[config.mk]
export PLATFORM = sky130hd
export DESIGN_NAME = running_std_quality_tracker
export DESIGN_NICKNAME = d
export VERILOG_FILES = /design/src/rtl/rsqt_pkg.sv /design/src/rtl/running_std_quality_tracker.sv /design/src/rtl/rsqt_ctrl.sv /design/src/rtl/rsqt_dp.sv
export SDC_FILE = /design/constraint.sdc
export NUM_CORES = 2
export LEC_CHECK = 0
export BUFFER_PORTS_ARGS = -buffer_cell sky130_fd_sc_hd__buf_2
export CORE_MARGIN = 8
export CORE_UTILIZATION = 40
export CTS_CLUSTER_SIZE = 16
export DETAILED_ROUTE_END_ITERATION = 16
export PLACE_DENSITY = 0.61
export SLEW_MARGIN = 25
export SYNTH_ARGS = -nofsm -noshare
export SYNTH_HDL_FRONTEND = slang
export SYNTH_SLANG_ARGS = --single-unit
export TNS_END_PERCENT = 10
[constraint.sdc]
create_clock -name clk -period 12.9 [get_ports clk]
set_clock_uncertainty 0.1 [all_clocks]
set_input_delay 1.29 -clock clk [delete_from_list [all_inputs] [get_ports clk]]
set_output_delay 1.29 -clock clk [all_outputs]
set_load 0.02 [all_outputs]
[src/rtl/rsqt_pkg.sv]
// Shared types, constants and command codes for the running residual quality tracker.
`timescale 1ns / 1ps
package rsqt_pkg;

  localparam int SAMPLE_BITS = 32;
  localparam int FRAC_BITS   = 8;
  localparam int COUNT_BITS  = 24;
  localparam int MEAN_BITS   = 48;
  localparam int MEAN_EXTRA  = MEAN_BITS - SAMPLE_BITS;
  localparam int SUM_BITS    = 64;
  localparam int MIN_BITS    = 16;
  localparam int LIM_BITS    = 31;
  localparam int STD_BITS    = 31;
  localparam int Q16_BITS    = 17;
  localparam int CFG_IDX_BITS  = 2;
  localparam int CFG_DATA_BITS = 31;
  localparam int OUT_DATA_BITS = 128;
  localparam int STEP_BITS   = 6;

  localparam logic [CFG_IDX_BITS-1:0] CFG_MIN_SAMPLES = 2'd0;
  localparam logic [CFG_IDX_BITS-1:0] CFG_STD_LIMIT   = 2'd1;

  localparam logic [MIN_BITS-1:0] MIN_SAMPLES_RST = 16'd10;
  localparam logic [LIM_BITS-1:0] STD_LIMIT_RST   = 31'd12800;

  localparam logic [STEP_BITS-1:0] DIV_LAST  = 6'd63;
  localparam logic [STEP_BITS-1:0] MUL_LAST  = 6'd47;
  localparam logic [STEP_BITS-1:0] SQRT_LAST = 6'd31;

  typedef enum logic [3:0] {
    OP_NONE, OP_LOAD, OP_DELTA, OP_DIV_STEP, OP_MEAN, OP_DELTA2, OP_MUL_STEP,
    OP_ACC, OP_SQRT_INIT, OP_SQRT_STEP, OP_STD, OP_SCORE, OP_OUT
  } rsqt_op_t;

  typedef enum logic [3:0] {
    ST_IDLE, ST_DELTA, ST_DIV_MEAN, ST_MEAN, ST_DELTA2, ST_MUL, ST_ACC,
    ST_DIV_VAR, ST_SQRT_INIT, ST_SQRT, ST_STD, ST_DIV_FACT, ST_SCORE, ST_OUT
  } rsqt_state_t;

  typedef struct packed {
    rsqt_op_t op;
  } rsqt_cmd_t;

  typedef struct packed {
    logic count_gt1;
    logic out_busy;
  } rsqt_sts_t;

endpackage

[src/rtl/running_std_quality_tracker.sv]
// Top level of the running residual quality tracker: sequencer plus datapath.
`timescale 1ns / 1ps
// Usage:
//   in_*  : one signed Q.8 residual per request in in_tdata.
//   out_* : one result per input request, held in an output register until
//           out_tready takes it; a new input may be taken meanwhile.
//   cfg_* : write min_samples (index 0) or very_poor_std_limit (index 1);
//           write only while the block is idle.
// Sequence: when count > 1 a request runs through three 64-step divides,
// a 48-step multiply, a 32-step square root and the single-step states
// between them. While count <= 1 the variance divide and square root are
// skipped. The shared restoring divider takes most of the time; one
// request is in work at a time, in_tready is high only when the sequencer
// is idle.
// Reset (rst_n low, synchronous): count, mean and squared-deviation sum
// clear, registers take min_samples = 10 and limit = 12800, output empties.
// Stall: when out_tready is low the result holds; a finished request waits
// in its last step until the output register frees.
module running_std_quality_tracker
  import rsqt_pkg::*;
(
  input  logic                     clk,
  input  logic                     rst_n,
  input  logic                     in_tvalid,
  output logic                     in_tready,
  input  logic [SAMPLE_BITS-1:0]   in_tdata,   // [31:0] sample
  input  logic                     cfg_wr_en,
  input  logic [CFG_IDX_BITS-1:0]  cfg_index,
  input  logic [CFG_DATA_BITS-1:0] cfg_data,
  output logic                     out_tvalid,
  input  logic                     out_tready,
  // [23:0] seen_count, [55:24] mean_value, [86:56] std_dev,
  // [103:87] score_q16, [104] good_quality, [121:105] weight,
  // [122] pair_suitable, [127:123] zero
  output logic [OUT_DATA_BITS-1:0] out_tdata
);

  rsqt_cmd_t cmd;
  rsqt_sts_t sts;

  // Sequencer: walks each request through the shared units
  rsqt_ctrl u_ctrl (
    .clk       (clk),
    .rst_n     (rst_n),
    .in_tvalid (in_tvalid),
    .in_tready (in_tready),
    .sts       (sts),
    .cmd       (cmd)
  );

  // Datapath: state, iterative arithmetic and the output register
  rsqt_dp u_dp (
    .clk        (clk),
    .rst_n      (rst_n),
    .cmd        (cmd),
    .sts        (sts),
    .sample     (in_tdata),
    .cfg_wr_en  (cfg_wr_en),
    .cfg_index  (cfg_index),
    .cfg_data   (cfg_data),
    .out_tvalid (out_tvalid),
    .out_tready (out_tready),
    .out_tdata  (out_tdata)
  );

  // Standard deviation is zero while only one sample has been seen
  a_std_single: assert property (@(posedge clk) disable iff (!rst_n)
    out_tvalid && (out_tdata[23:0] == 24'd1) |-> out_tdata[86:56] == '0)
    else $error("std nonzero for single sample");

  // Score never exceeds one
  a_score_max: assert property (@(posedge clk) disable iff (!rst_n)
    out_tvalid |-> out_tdata[103:87] <= 17'd65536)
    else $error("score above one");

  // Good flag matches the 0.7 threshold
  a_good: assert property (@(posedge clk) disable iff (!rst_n)
    out_tvalid |-> out_tdata[104] == (out_tdata[103:87] > 17'd45875))
    else $error("good flag mismatch");

  // No new input is taken while a request is in work
  a_one_in_work: assert property (@(posedge clk) disable iff (!rst_n)
    in_tvalid && in_tready |=> !in_tready)
    else $error("input accepted during work");

endmodule

[src/rtl/rsqt_ctrl.sv]
// Sequencer for the tracker: steps the shared datapath through one request.
`timescale 1ns / 1ps
module rsqt_ctrl
  import rsqt_pkg::*;
(
  input  logic      clk,
  input  logic      rst_n,
  input  logic      in_tvalid,
  output logic      in_tready,
  input  rsqt_sts_t sts,
  output rsqt_cmd_t cmd
);

  rsqt_state_t           state_r, state_nxt;
  logic [STEP_BITS-1:0]  step_r, step_nxt;

  always_ff @(posedge clk) begin
    if (!rst_n) begin
      state_r <= ST_IDLE;
      step_r  <= '0;
    end else begin
      state_r <= state_nxt;
      step_r  <= step_nxt;
    end
  end

  always_comb begin
    state_nxt = state_r;
    step_nxt  = '0;
    cmd.op    = OP_NONE;
    in_tready = 1'b0;
    unique case (state_r)
      ST_IDLE: begin
        in_tready = 1'b1;
        if (in_tvalid) begin
          cmd.op    = OP_LOAD;
          state_nxt = ST_DELTA;
        end
      end
      ST_DELTA: begin
        cmd.op    = OP_DELTA;
        state_nxt = ST_DIV_MEAN;
      end
      ST_DIV_MEAN: begin
        cmd.op   = OP_DIV_STEP;
        step_nxt = step_r + 1'b1;
        if (step_r == DIV_LAST) state_nxt = ST_MEAN;
      end
      ST_MEAN: begin
        cmd.op    = OP_MEAN;
        state_nxt = ST_DELTA2;
      end
      ST_DELTA2: begin
        cmd.op    = OP_DELTA2;
        state_nxt = ST_MUL;
      end
      ST_MUL: begin
        cmd.op   = OP_MUL_STEP;
        step_nxt = step_r + 1'b1;
        if (step_r == MUL_LAST) state_nxt = ST_ACC;
      end
      ST_ACC: begin
        cmd.op    = OP_ACC;
        state_nxt = sts.count_gt1 ? ST_DIV_VAR : ST_STD;
      end
      ST_DIV_VAR: begin
        cmd.op   = OP_DIV_STEP;
        step_nxt = step_r + 1'b1;
        if (step_r == DIV_LAST) state_nxt = ST_SQRT_INIT;
      end
      ST_SQRT_INIT: begin
        cmd.op    = OP_SQRT_INIT;
        state_nxt = ST_SQRT;
      end
      ST_SQRT: begin
        cmd.op   = OP_SQRT_STEP;
        step_nxt = step_r + 1'b1;
        if (step_r == SQRT_LAST) state_nxt = ST_STD;
      end
      ST_STD: begin
        cmd.op    = OP_STD;
        state_nxt = ST_DIV_FACT;
      end
      ST_DIV_FACT: begin
        cmd.op   = OP_DIV_STEP;
        step_nxt = step_r + 1'b1;
        if (step_r == DIV_LAST) state_nxt = ST_SCORE;
      end
      ST_SCORE: begin
        cmd.op    = OP_SCORE;
        state_nxt = ST_OUT;
      end
      ST_OUT: begin
        if (!sts.out_busy) begin
          cmd.op    = OP_OUT;
          state_nxt = ST_IDLE;
        end
      end
      default: state_nxt = ST_IDLE;
    endcase
  end

endmodule

[src/rtl/rsqt_dp.sv]
// Datapath: Welford state, shared divider, multiplier, square root and output register.
`timescale 1ns / 1ps
module rsqt_dp
  import rsqt_pkg::*;
(
  input  logic                       clk,
  input  logic                       rst_n,
  input  rsqt_cmd_t                  cmd,
  output rsqt_sts_t                  sts,
  input  logic [SAMPLE_BITS-1:0]     sample,
  input  logic                       cfg_wr_en,
  input  logic [CFG_IDX_BITS-1:0]    cfg_index,
  input  logic [CFG_DATA_BITS-1:0]   cfg_data,
  output logic                       out_tvalid,
  input  logic                       out_tready,
  output logic [OUT_DATA_BITS-1:0]   out_tdata
);

  localparam logic [COUNT_BITS-1:0] CNT_MAX = '1;
  localparam logic [STD_BITS-1:0]   STD_MAX = '1;
  localparam logic [Q16_BITS-1:0]   Q16_ONE = 17'd65536;

  // Welford state and configuration
  logic [COUNT_BITS-1:0]        cnt_r;
  logic signed [MEAN_BITS-1:0]  mean_r, x_r;
  logic [SUM_BITS-1:0]          sq_r;
  logic [MIN_BITS-1:0]          min_r;
  logic [LIM_BITS-1:0]          lim_r;
  // working registers
  logic signed [MEAN_BITS:0]    delta_r;
  logic [MEAN_BITS-1:0]         dmag_r, mb_r;
  logic                         add_en_r;
  logic [SUM_BITS-1:0]          num_r;
  logic [COUNT_BITS:0]          rem_r;
  logic [COUNT_BITS-1:0]        den_r;
  logic [2*MEAN_BITS-1:0]       prod_r;
  logic [SUM_BITS-1:0]          sqx_r, res_r, bit_r;
  logic [STD_BITS-1:0]          std_r;
  logic [Q16_BITS-1:0]          score_r;
  logic                         out_valid_r, out_valid_nxt;
  logic [OUT_DATA_BITS-1:0]     out_data_r;

  logic [COUNT_BITS:0]          rem_sh, rem_sub;
  logic                         qbit;
  logic signed [MEAN_BITS+1:0]  quo_s, mean_sum;
  logic signed [MEAN_BITS:0]    d2;
  logic [MEAN_BITS:0]           mul_hi;
  logic [SUM_BITS-1:0]          add_v, sq_new, sq_try;
  logic [SUM_BITS:0]            sq_sum;
  logic [COUNT_BITS-1:0]        cnt_inc;
  logic [MIN_BITS+1:0]          denom;
  logic [Q16_BITS-1:0]          factor, bucket, wbucket, weight;
  logic [2*Q16_BITS-1:0]        sc_prod, wt_prod;
  logic [STD_BITS-1:0]          std_new;
  logic [Q16_BITS+3:0]          score10;
  logic                         good, suitable, few;
  logic signed [MEAN_BITS-1:0]  mean_sh;

  assign cnt_inc = (cnt_r == CNT_MAX) ? cnt_r : cnt_r + 1'b1;
  assign denom   = {2'b00, min_r} + {1'b0, min_r, 1'b0};

  // one restoring divide step, quotient shifts into num_r
  assign rem_sh  = {rem_r[COUNT_BITS-1:0], num_r[SUM_BITS-1]};
  assign qbit    = (rem_sh >= {1'b0, den_r});
  assign rem_sub = qbit ? rem_sh - {1'b0, den_r} : rem_sh;

  assign quo_s    = delta_r[MEAN_BITS] ? -$signed({1'b0, num_r[MEAN_BITS:0]})
                                       :  $signed({1'b0, num_r[MEAN_BITS:0]});
  assign mean_sum = {{2{mean_r[MEAN_BITS-1]}}, mean_r} + quo_s;
  // sample minus the current mean: delta before the mean update, delta2 after
  assign d2       = {x_r[MEAN_BITS-1], x_r} - {mean_r[MEAN_BITS-1], mean_r};

  assign mul_hi   = {1'b0, prod_r[2*MEAN_BITS-1:MEAN_BITS]} +
                    (mb_r[0] ? {1'b0, dmag_r} : '0);

  assign add_v  = add_en_r ? prod_r[2*MEAN_BITS-1:2*MEAN_EXTRA] : '0;
  assign sq_sum = {1'b0, sq_r} + {1'b0, add_v};
  assign sq_new = sq_sum[SUM_BITS] ? '1 : sq_sum[SUM_BITS-1:0];
  assign sq_try = res_r + bit_r;

  assign std_new = !sts.count_gt1 ? '0 :
                   (res_r[SUM_BITS-1:STD_BITS] != '0) ? STD_MAX : res_r[STD_BITS-1:0];

  always_comb begin
    if (std_r < STD_BITS'(5 << FRAC_BITS))       bucket = Q16_ONE;
    else if (std_r < STD_BITS'(15 << FRAC_BITS)) bucket = 17'd52429;
    else if (std_r < STD_BITS'(25 << FRAC_BITS)) bucket = 17'd39322;
    else if (std_r < STD_BITS'(35 << FRAC_BITS)) bucket = 17'd26214;
    else                                          bucket = 17'd13107;
    if (std_r < STD_BITS'(10 << FRAC_BITS))      wbucket = Q16_ONE;
    else if (std_r < STD_BITS'(20 << FRAC_BITS)) wbucket = 17'd45875;
    else if (std_r < STD_BITS'(30 << FRAC_BITS)) wbucket = 17'd26214;
    else                                          wbucket = 17'd13107;
  end

  assign factor  = ({8'd0, cnt_r} >= {14'd0, denom}) ? Q16_ONE : {1'b0, num_r[15:0]};
  assign sc_prod = bucket * factor;
  assign wt_prod = wbucket * score_r;
  assign few     = {8'd0, cnt_r} < {16'd0, min_r};
  assign weight  = few ? 17'd32768 : wt_prod[Q16_BITS+15:16];
  assign suitable = few | (std_r < lim_r);
  assign score10 = {score_r, 3'b000} + {2'b00, score_r, 1'b0};
  assign good    = score10 > 21'(7 * 65536);
  assign mean_sh = mean_r >>> MEAN_EXTRA;

  assign out_valid_nxt = (cmd.op == OP_OUT) || (out_valid_r && !out_tready);

  always_ff @(posedge clk) begin
    if (!rst_n) begin
      cnt_r  <= '0;
      mean_r <= '0;
      sq_r   <= '0;
      min_r  <= MIN_SAMPLES_RST;
      lim_r  <= STD_LIMIT_RST;
      out_valid_r <= 1'b0;
    end else begin
      if (cfg_wr_en) begin
        unique case (cfg_index)
          CFG_MIN_SAMPLES: min_r <= cfg_data[MIN_BITS-1:0];
          CFG_STD_LIMIT:   lim_r <= cfg_data[LIM_BITS-1:0];
          default: ;
        endcase
      end
      out_valid_r <= out_valid_nxt;
      unique case (cmd.op)
        OP_LOAD: cnt_r  <= cnt_inc;
        OP_MEAN: mean_r <= mean_sum[MEAN_BITS-1:0];
        OP_ACC:  sq_r   <= sq_new;
        default: ;
      endcase
    end
  end

  always_ff @(posedge clk) begin
    unique case (cmd.op)
      OP_LOAD: x_r <= {sample, {MEAN_EXTRA{1'b0}}};
      OP_DELTA: begin
        delta_r <= d2;
        num_r   <= {{(SUM_BITS-MEAN_BITS){1'b0}},
                    d2[MEAN_BITS] ? MEAN_BITS'(-d2) : d2[MEAN_BITS-1:0]};
        den_r   <= cnt_r;
        rem_r   <= '0;
      end
      OP_DIV_STEP: begin
        rem_r <= rem_sub;
        num_r <= {num_r[SUM_BITS-2:0], qbit};
      end
      OP_DELTA2: begin
        dmag_r   <= delta_r[MEAN_BITS] ? MEAN_BITS'(-delta_r) : delta_r[MEAN_BITS-1:0];
        mb_r     <= d2[MEAN_BITS] ? MEAN_BITS'(-d2) : d2[MEAN_BITS-1:0];
        add_en_r <= (delta_r[MEAN_BITS] == d2[MEAN_BITS]) || (delta_r == '0) || (d2 == '0);
        prod_r   <= '0;
      end
      OP_MUL_STEP: begin
        prod_r <= {mul_hi, prod_r[MEAN_BITS-1:1]};
        mb_r   <= mb_r >> 1;
      end
      OP_ACC: begin
        num_r <= sq_new;
        den_r <= cnt_r - 1'b1;
        rem_r <= '0;
      end
      OP_SQRT_INIT: begin
        sqx_r <= num_r;
        res_r <= '0;
        bit_r <= {2'b01, {(SUM_BITS-2){1'b0}}};
      end
      OP_SQRT_STEP: begin
        if (sqx_r >= sq_try) begin
          sqx_r <= sqx_r - sq_try;
          res_r <= (res_r >> 1) + bit_r;
        end else begin
          res_r <= res_r >> 1;
        end
        bit_r <= bit_r >> 2;
      end
      OP_STD: begin
        std_r <= std_new;
        num_r <= {{(SUM_BITS-COUNT_BITS-16){1'b0}}, cnt_r, 16'd0};
        den_r <= COUNT_BITS'(denom);
        rem_r <= '0;
      end
      OP_SCORE: score_r <= sc_prod[Q16_BITS+15:16];
      OP_OUT: out_data_r <= {5'd0, suitable, weight, good, score_r, std_r,
                             mean_sh[SAMPLE_BITS-1:0], cnt_r};
      default: ;
    endcase
  end

  assign sts.count_gt1 = cnt_r > COUNT_BITS'(1);
  assign sts.out_busy  = out_valid_r && !out_tready;
  assign out_tvalid    = out_valid_r;
  assign out_tdata     = out_data_r;

endmodule
After elaboration in Yosys (flattened, before gate mapping):

Cells that the tools add are included.

* register bits: 943
* logic and storage cells: 160
* output and inout port bits: 130
* bits of input ports: 70

* reductions and logical operators: 24
* add/sub/neg operators: 16
* equal/unequal tests: 39
* bitwise gates (word level): 2
* $lt $le $gt $ge: 14
* multiplexer cells: 39
* multipliers: 2

Operator list (count)
* $pmux W64 S2: 3
* $mux W64: 4
* $pmux W64 S4: 1
* $mux W48: 4
* $pmux W96 S2: 1
* $neg A48 Y48: 3
* $mux W17: 6
* $logic_not A49 Y1: 2
* $pmux W48 S2: 1
* $lt A31 B13 Y1 const B: 3
* $pmux W24 S3: 1
* $mul A17 B17 Y33: 2
* $add A64 B64 Y65: 1
* $add A63 B64 Y64: 1
* $add A64 B64 Y64: 1
* $ge A64 B64 Y1: 1
* $sub A64 B64 Y64: 1
* $lt A31 B12 Y1 const B: 2
* $pmux W4 S14: 1
* $add A48 B49 Y49: 1
* $sub A48 B48 Y49: 1
* $add A48 B48 Y48: 1
* $pmux W24 S2: 1
* $pmux W4 S12: 1
* 45 further kinds: 92

Depth between registers and ports, before layout:

* word-level depth: 7
* depth in mapped cells: 50
* depth with buffers taken out: 49

Cells and area by module:

Synthesis repeated with hierarchy kept, for this count alone.

* cell total of the unflattened synthesis: 7749
* area, all modules: 71969.0 µm²

Modules (own cells, without submodules)
* rsqt_dp: area each 71264.6 µm², instances 1, cells each 7659, sequential area each 24253.3 µm²
* rsqt_ctrl: area each 704.4 µm², instances 1, cells each 90, sequential area each 200.2 µm²

Least setup slack after synthesis:

OpenSTA, ideal clock, no wires.

* path kind: register to register
* start: register u_dp.res_r[2]
* end: register u_dp.sqx_r[0] (enable)
* period minus slack after synthesis: 10623 ps
* data required time: 12217 ps
* buffers on the path: 3
* setup time: 583 ps
* cell stages (with the launch flop): 26
* data arrival time: 9940 ps
* setup slack: 2277 ps
* cell sequence: edfxtp_1 -> ha_1 -> and3_1 -> or4_1 -> o21ai_0 -> o21ai_0 -> a31o_2 -> a21oi_1 -> o21bai_1 -> a31oi_1 -> o21bai_1 -> xnor2_1 -> ha_1 -> clkbuf_1 -> a21oi_1 -> a21oi_1 -> nor2b_1 -> nor3_1 -> o21ai_0 -> a31oi_1 -> o211ai_1 -> a31oi_1 -> nor2_1 -> clkbuf_1 -> clkbuf_1 -> a21boi_0

* cells in the longest elaborated chain, start to end: 4

Ends and longest elaborated chain
* start: declaration: line rsqt_dp.sv:37 `logic [SUM_BITS-1:0] sqx_r, res_r, bit_r;`
* start signal: assignment: line rsqt_dp.sv:171 `res_r <= (res_r >> 1) + bit_r;`
* start signal: assignment: line rsqt_dp.sv:173 `res_r <= res_r >> 1;`
* $add A64 B64 Y64: line rsqt_dp.sv:79 `assign sq_try = res_r + bit_r;`
* $ge A64 B64 Y1: line rsqt_dp.sv:169 `if (sqx_r >= sq_try) begin`
* $ne A2 B1 Y1 (no line)
* $reduce_and A2 Y1 (no line)
* end signal: assignment: line rsqt_dp.sv:164 `sqx_r <= num_r;`
* end signal: assignment: line rsqt_dp.sv:170 `sqx_r <= sqx_r - sq_try;`
* end: declaration: line rsqt_dp.sv:37

No other way between the ends.
A chain may end at the register's enable or synchronous reset.

Worst setup path in the final report:

* start: register u_dp.min_r[0]
* end: register u_dp.score_r[13], data pin

* cells in the longest elaborated chain, start to end: 4

Ends and longest elaborated chain
* start: declaration: line rsqt_dp.sv:27 `logic [MIN_BITS-1:0] min_r;`
* start signal: assignment: line rsqt_dp.sv:119 `CFG_MIN_SAMPLES: min_r <= cfg_data[MIN_BITS-1:0];`
* $add A16 B17 Y18: line rsqt_dp.sv:60 `assign denom = {2'b00, min_r} + {1'b0, min_r, 1'b0};`
* $ge A24 B18 Y1: line rsqt_dp.sv:96 `assign factor = ({8'd0, cnt_r} >= {14'd0, denom}) ? Q16_ONE : {1'b0, num_r[15:0]};`
* $mux W17: line rsqt_dp.sv:96
* $mul A17 B17 Y33: line rsqt_dp.sv:97 `assign sc_prod = bucket * factor;`
* net u_dp.sc_prod[29]: line rsqt_dp.sv:53 `logic [2*Q16_BITS-1:0] sc_prod, wt_prod;`
* end signal: assignment: line rsqt_dp.sv:183 `OP_SCORE: score_r <= sc_prod[Q16_BITS+15:16];`
* end: declaration: line rsqt_dp.sv:39 `logic [Q16_BITS-1:0] score_r;`

The timed path passes the listed nets, and every way through them passes these cells.

==> summary.txt <==
Routing
  • DR vias/cell: 5.689
  • DR WL/cell: ~21 um
  • Final wirelength: 219300 um
  • Iter 0 DRT Violations: 5163
  • Vias: 58320
  • Final ANT Viol Nets: 0
  • Remaining DRCs: 0
  • Initial DRT Pass Iterations: 6

Clock tree
  • Post-CTS Setup Inserts: 0
  • Clk Latency, worst-skew pair: approximately 750 ps
  • Max Buffers Root-to-Sink: 3
  • H-tree depth: 3
  • Clock tree from TritonCTS: yes
  • Clock-pin slew on the worst setup and hold paths: ~60 ps
  • Post-CTS Resized: 0
  • Clock root buffer: clkbuf_16
  • CTS Sinks: between 800 and 900
  • Post-CTS Hold Fix Bufs: 0
  • TritonCTS Buffers: 105

Floorplan
  • Row count: ~160
  • Die X: 439.4 um
  • Die Y: between 400 and 500 um
  • Core footprint: between 0.15 and 0.2 mm2
  • DIE AREA: roughly 0.19 mm2
  • Starting Density: between 40 and 50%
  • I/O pin count: 200

Run
  • MaxCap Viol Count: 0

Final layout
  • Fillers: 17300
  • Area Growth Syn to Fin: 10.06%
  • Ratio of cells with drive above 1 in the final layout: 7.259%
  • Final #Nets: just under 9000
  • Final core utilization: 44.28%

STA
  • Final setup violating endpoints: 0
  • Max Slew Vio Count: 0
  • Hold Fails Final Rpt: 0
  • Minimum clock period after layout: between 10000 and 15000 ps
  • Worst-Margin Slew: roughly 1100 ps
  • Worst slew margin: between 20% and 30%
  • Tcrit/Tclk final: 87.68%
  • Setup TNS: 0 ps
  • Setup repair after global routing missed its margin: false
  • Fmax achieved: ~88 MHz

Global route
  • All-Layer GR Usage: between 20% and 30%
  • First-pass GRT wire length: 336800 um
  • Antenna violations before repair: 8
  • Pin count of the biggest net entering global routing: 124
  • Vias in the first global route: ~57000
  • Total gr overflow: 0

Setup path
  • Crit end category: flop
  • CP arrival: 11690 ps
  • Top delay family on crit path: adder cells
  • CP max stage cell: fa_1
  • Crit-path most repeated cell: fa_1
  • Buf/Inv on CP: 6
  • WP data required: between 10000 and 15000 ps
  • Crit Path Class: reg2reg
  • Startpoint types: flop
  • Crit path max fanout: 18
  • Crit-path max cell delay: ~570 ps

Synth
  • Synth Area in Adders: about a fifth
  • Post-synthesis cell count: 7747
  • Largest family of logic cells by synthesized area: adder cells
  • Synth Area in Simple Gates: ~16%
  • Primary FF master, synth: edfxtp_1
  • Sequential fraction of the synthesis area: between 30% and 40%
  • Synth Register Bits: around 900
  • Synth warn: 0
  • Synth async-reset ratio: 0%
  • Post-Syn Area: between 0.07 and 0.08 mm2
  • Yosys cell types: between 90 and 100
  • Post-synthesis compound-gate area fraction: roughly 18%
  • XOR/XNOR Fraction of Synth Area: 7.046%
  • Multiplexer share of the synthesized area: less than 1%
  • EDFF count, synth: between 600 and 700
  • Post-synthesis area per instance: a little over 9 um2

Power
  • Lkg Pwr: around 33 nW
  • Maximum VDD drop: a little over 800 uV
  • Pwr dens: ~250 mW/mm2

Placement
  • DP Wirelength: about 170000 um
  • GPL Wtd Cong: 0.9355
  • Port bufs: slightly below 200

Worst hold path
  • Hold WC Path Type: reg2reg

Run status
  • Status: finished, final reports clean
-- routing by layer --
metal  share of wire, %  global-route usage (%)  wire length, um  vias to the layer above
met2                 46                   35.80           100100                     1829
met1                 45                   30.30            98360                    28450
met4                3.5                   6.898             7622                        6
met3                6.0                   3.102            13260                      361
met5              0.017                       0               38                        -
li1                   -                       -                -                    27680
-- per-stage QoR --
step	setup WS [ps]	power, mW	cell area, um2	cells	hold slack (ps)
2_1_floorplan	2277	13.69	71720	7751	306.4
3_3_place_gp	1819	16.65	75150	10050	328.4
3_5_place_dp	1659	16.85	75200	10050	338.8
4_1_cts	1639	20.17	78910	10250	352.3
5_1_grt	774.7	21.92	78910	10250	369.1
6_report	1589	20.05	78920	10250	352.1
-- worst paths after layout --
check | from | endpoint | slack, ps | cells past startpoint
setup reg to reg | u_dp.min_r[0]$_SDFFE_PN0P_ | u_dp.score_r[13]$_DFFE_PN_ | 1590 | 45
setup / recovery | u_dp.min_r[0]$_SDFFE_PN0P_ | u_dp.score_r[13]$_DFFE_PN_ | 1590 | 45
hold / removal | u_ctrl.step_r[0]$_SDFF_PN0_ | u_ctrl.step_r[0]$_SDFF_PN0_ | 350 | 1
hold reg to reg | u_ctrl.step_r[0]$_SDFF_PN0_ | u_ctrl.step_r[0]$_SDFF_PN0_ | 350 | 1
-- sequential cells by signal, summed over array words and instances, names as in the netlist, 4 cells and up --
| name | flops |
|---|---|
| u_ctrl.state_r | 4 |
| u_dp.prod_r | 64 |
| u_dp.num_r | 64 |
| u_dp.den_r | 24 |
| u_dp.mb_r | 48 |
| u_dp.out_tdata | 123 |
| u_dp.sqx_r | 64 |
| u_dp.mean_r | 48 |
| u_dp.res_r | 64 |
| u_dp.delta_r | 49 |
| u_dp.min_r | 16 |
| u_dp.std_r | 31 |
| u_dp.bit_r | 32 |
| u_dp.sq_r | 64 |
| u_dp.x_r | 32 |
| u_ctrl.step_r | 6 |
| u_dp.cnt_r | 24 |
| u_dp.dmag_r | 48 |
| u_dp.score_r | 17 |
| u_dp.lim_r | 31 |
| u_dp.rem_r | 24 |
-- cells by family after synthesis --
group / count (synthesis)
multiplexers: 33
AO/OA/AOI/OAI: 1982
flip-flops: 879
AND/OR/NAND/NOR: 2325
buffers and inverters: 987
other: 1
adder cells (fa/ha/maj): 964
XOR/XNOR: 576
-- synth_stat cells (40+ instances only) --
| library cell | count | share of area [%] |
|---|---|---|
| o211ai_1 | 69 | 0.72 |
| nor3_1 | 112 | 0.78 |
| edfxtp_1 | 685 | 29 |
| nand2_1 | 772 | 4.0 |
| inv_1 | 654 | 3.4 |
| a31oi_1 | 97 | 0.85 |
| nor2b_1 | 73 | 0.64 |
| o21a_1 | 92 | 0.96 |
| a21o_1 | 213 | 2.2 |
| xor2_1 | 243 | 3.0 |
| or3_1 | 54 | 0.47 |
| o21ai_0 | 461 | 3.2 |
| and3_1 | 132 | 1.2 |
| and2_1 | 186 | 1.6 |
| ha_1 | 662 | 12 |
| nor2_1 | 542 | 2.8 |
| clkbuf_1 | 310 | 1.6 |
| nand2b_1 | 82 | 0.72 |
| fa_1 | 302 | 8.4 |
| nor4_1 | 40 | 0.35 |
| o21bai_1 | 63 | 0.66 |
| o31ai_1 | 62 | 0.65 |
| a21oi_1 | 552 | 3.9 |
| a211oi_1 | 75 | 0.79 |
| dfxtp_1 | 194 | 5.4 |
| nand3_1 | 111 | 0.77 |
| nand4_1 | 94 | 0.82 |
| xnor2_1 | 332 | 4.1 |
-- cells in the final DEF (no fill, tap or decap), drive strengths merged, types with 16 or more instances in the layout --
master	synthesis	routed
nand2	772	772
edfxtp	685	685
inv	654	664
ha	662	662
a21oi	552	552
nor2	542	542
o21ai	461	461
xnor2	332	332
fa	302	302
buf	22	277
xor2	244	244
a21o	213	213
dfxtp	194	194
and2	187	187
clkbuf	310	146
and3	132	132
nor3	112	112
nand3	111	111
a31oi	97	97
nand4	94	94
o21a	92	92
nand2b	82	82
a211oi	76	76
nor2b	73	73
o211ai	69	69
o31ai	66	66
o21bai	63	63
or3	57	57
nor4	42	42
or2	34	34
a22oi	32	32
a221oi	30	30
mux2i	29	29
clkinv	1	29
or4	28	28
o41ai	24	24
a31o	21	21
a21boi	21	21
o31a	20	20
nor3b	16	16
-- where the power goes --
| group | switching (mW) | internal [mW] |
|---|---|---|
| combinational | 7.09 | 5.05 |
| clock | 1.31 | 1.88 |
| sequential | 0.591 | 4.13 |
-- cell type report --
| type | count | area, um2 | area share (%) |
|---|---|---|---|
| inverters | 655 | 2469 | 3.128 |
| well taps | 2355 | 2947 | 3.734 |
| multi-input cells | 5885 | 43720 | 55.39 |
| clock inverters | 52 | 591.8 | 0.7499 |
| flip-flops and latches | 879 | 24450 | 30.98 |
| clock buffers | 146 | 3124 | 3.959 |
| repair buffers | 277 | 1614 | 2.045 |
| diodes | 3 | 7.507 | 0.009512 |
Note: power is estimated with default switching activity, not from simulation.
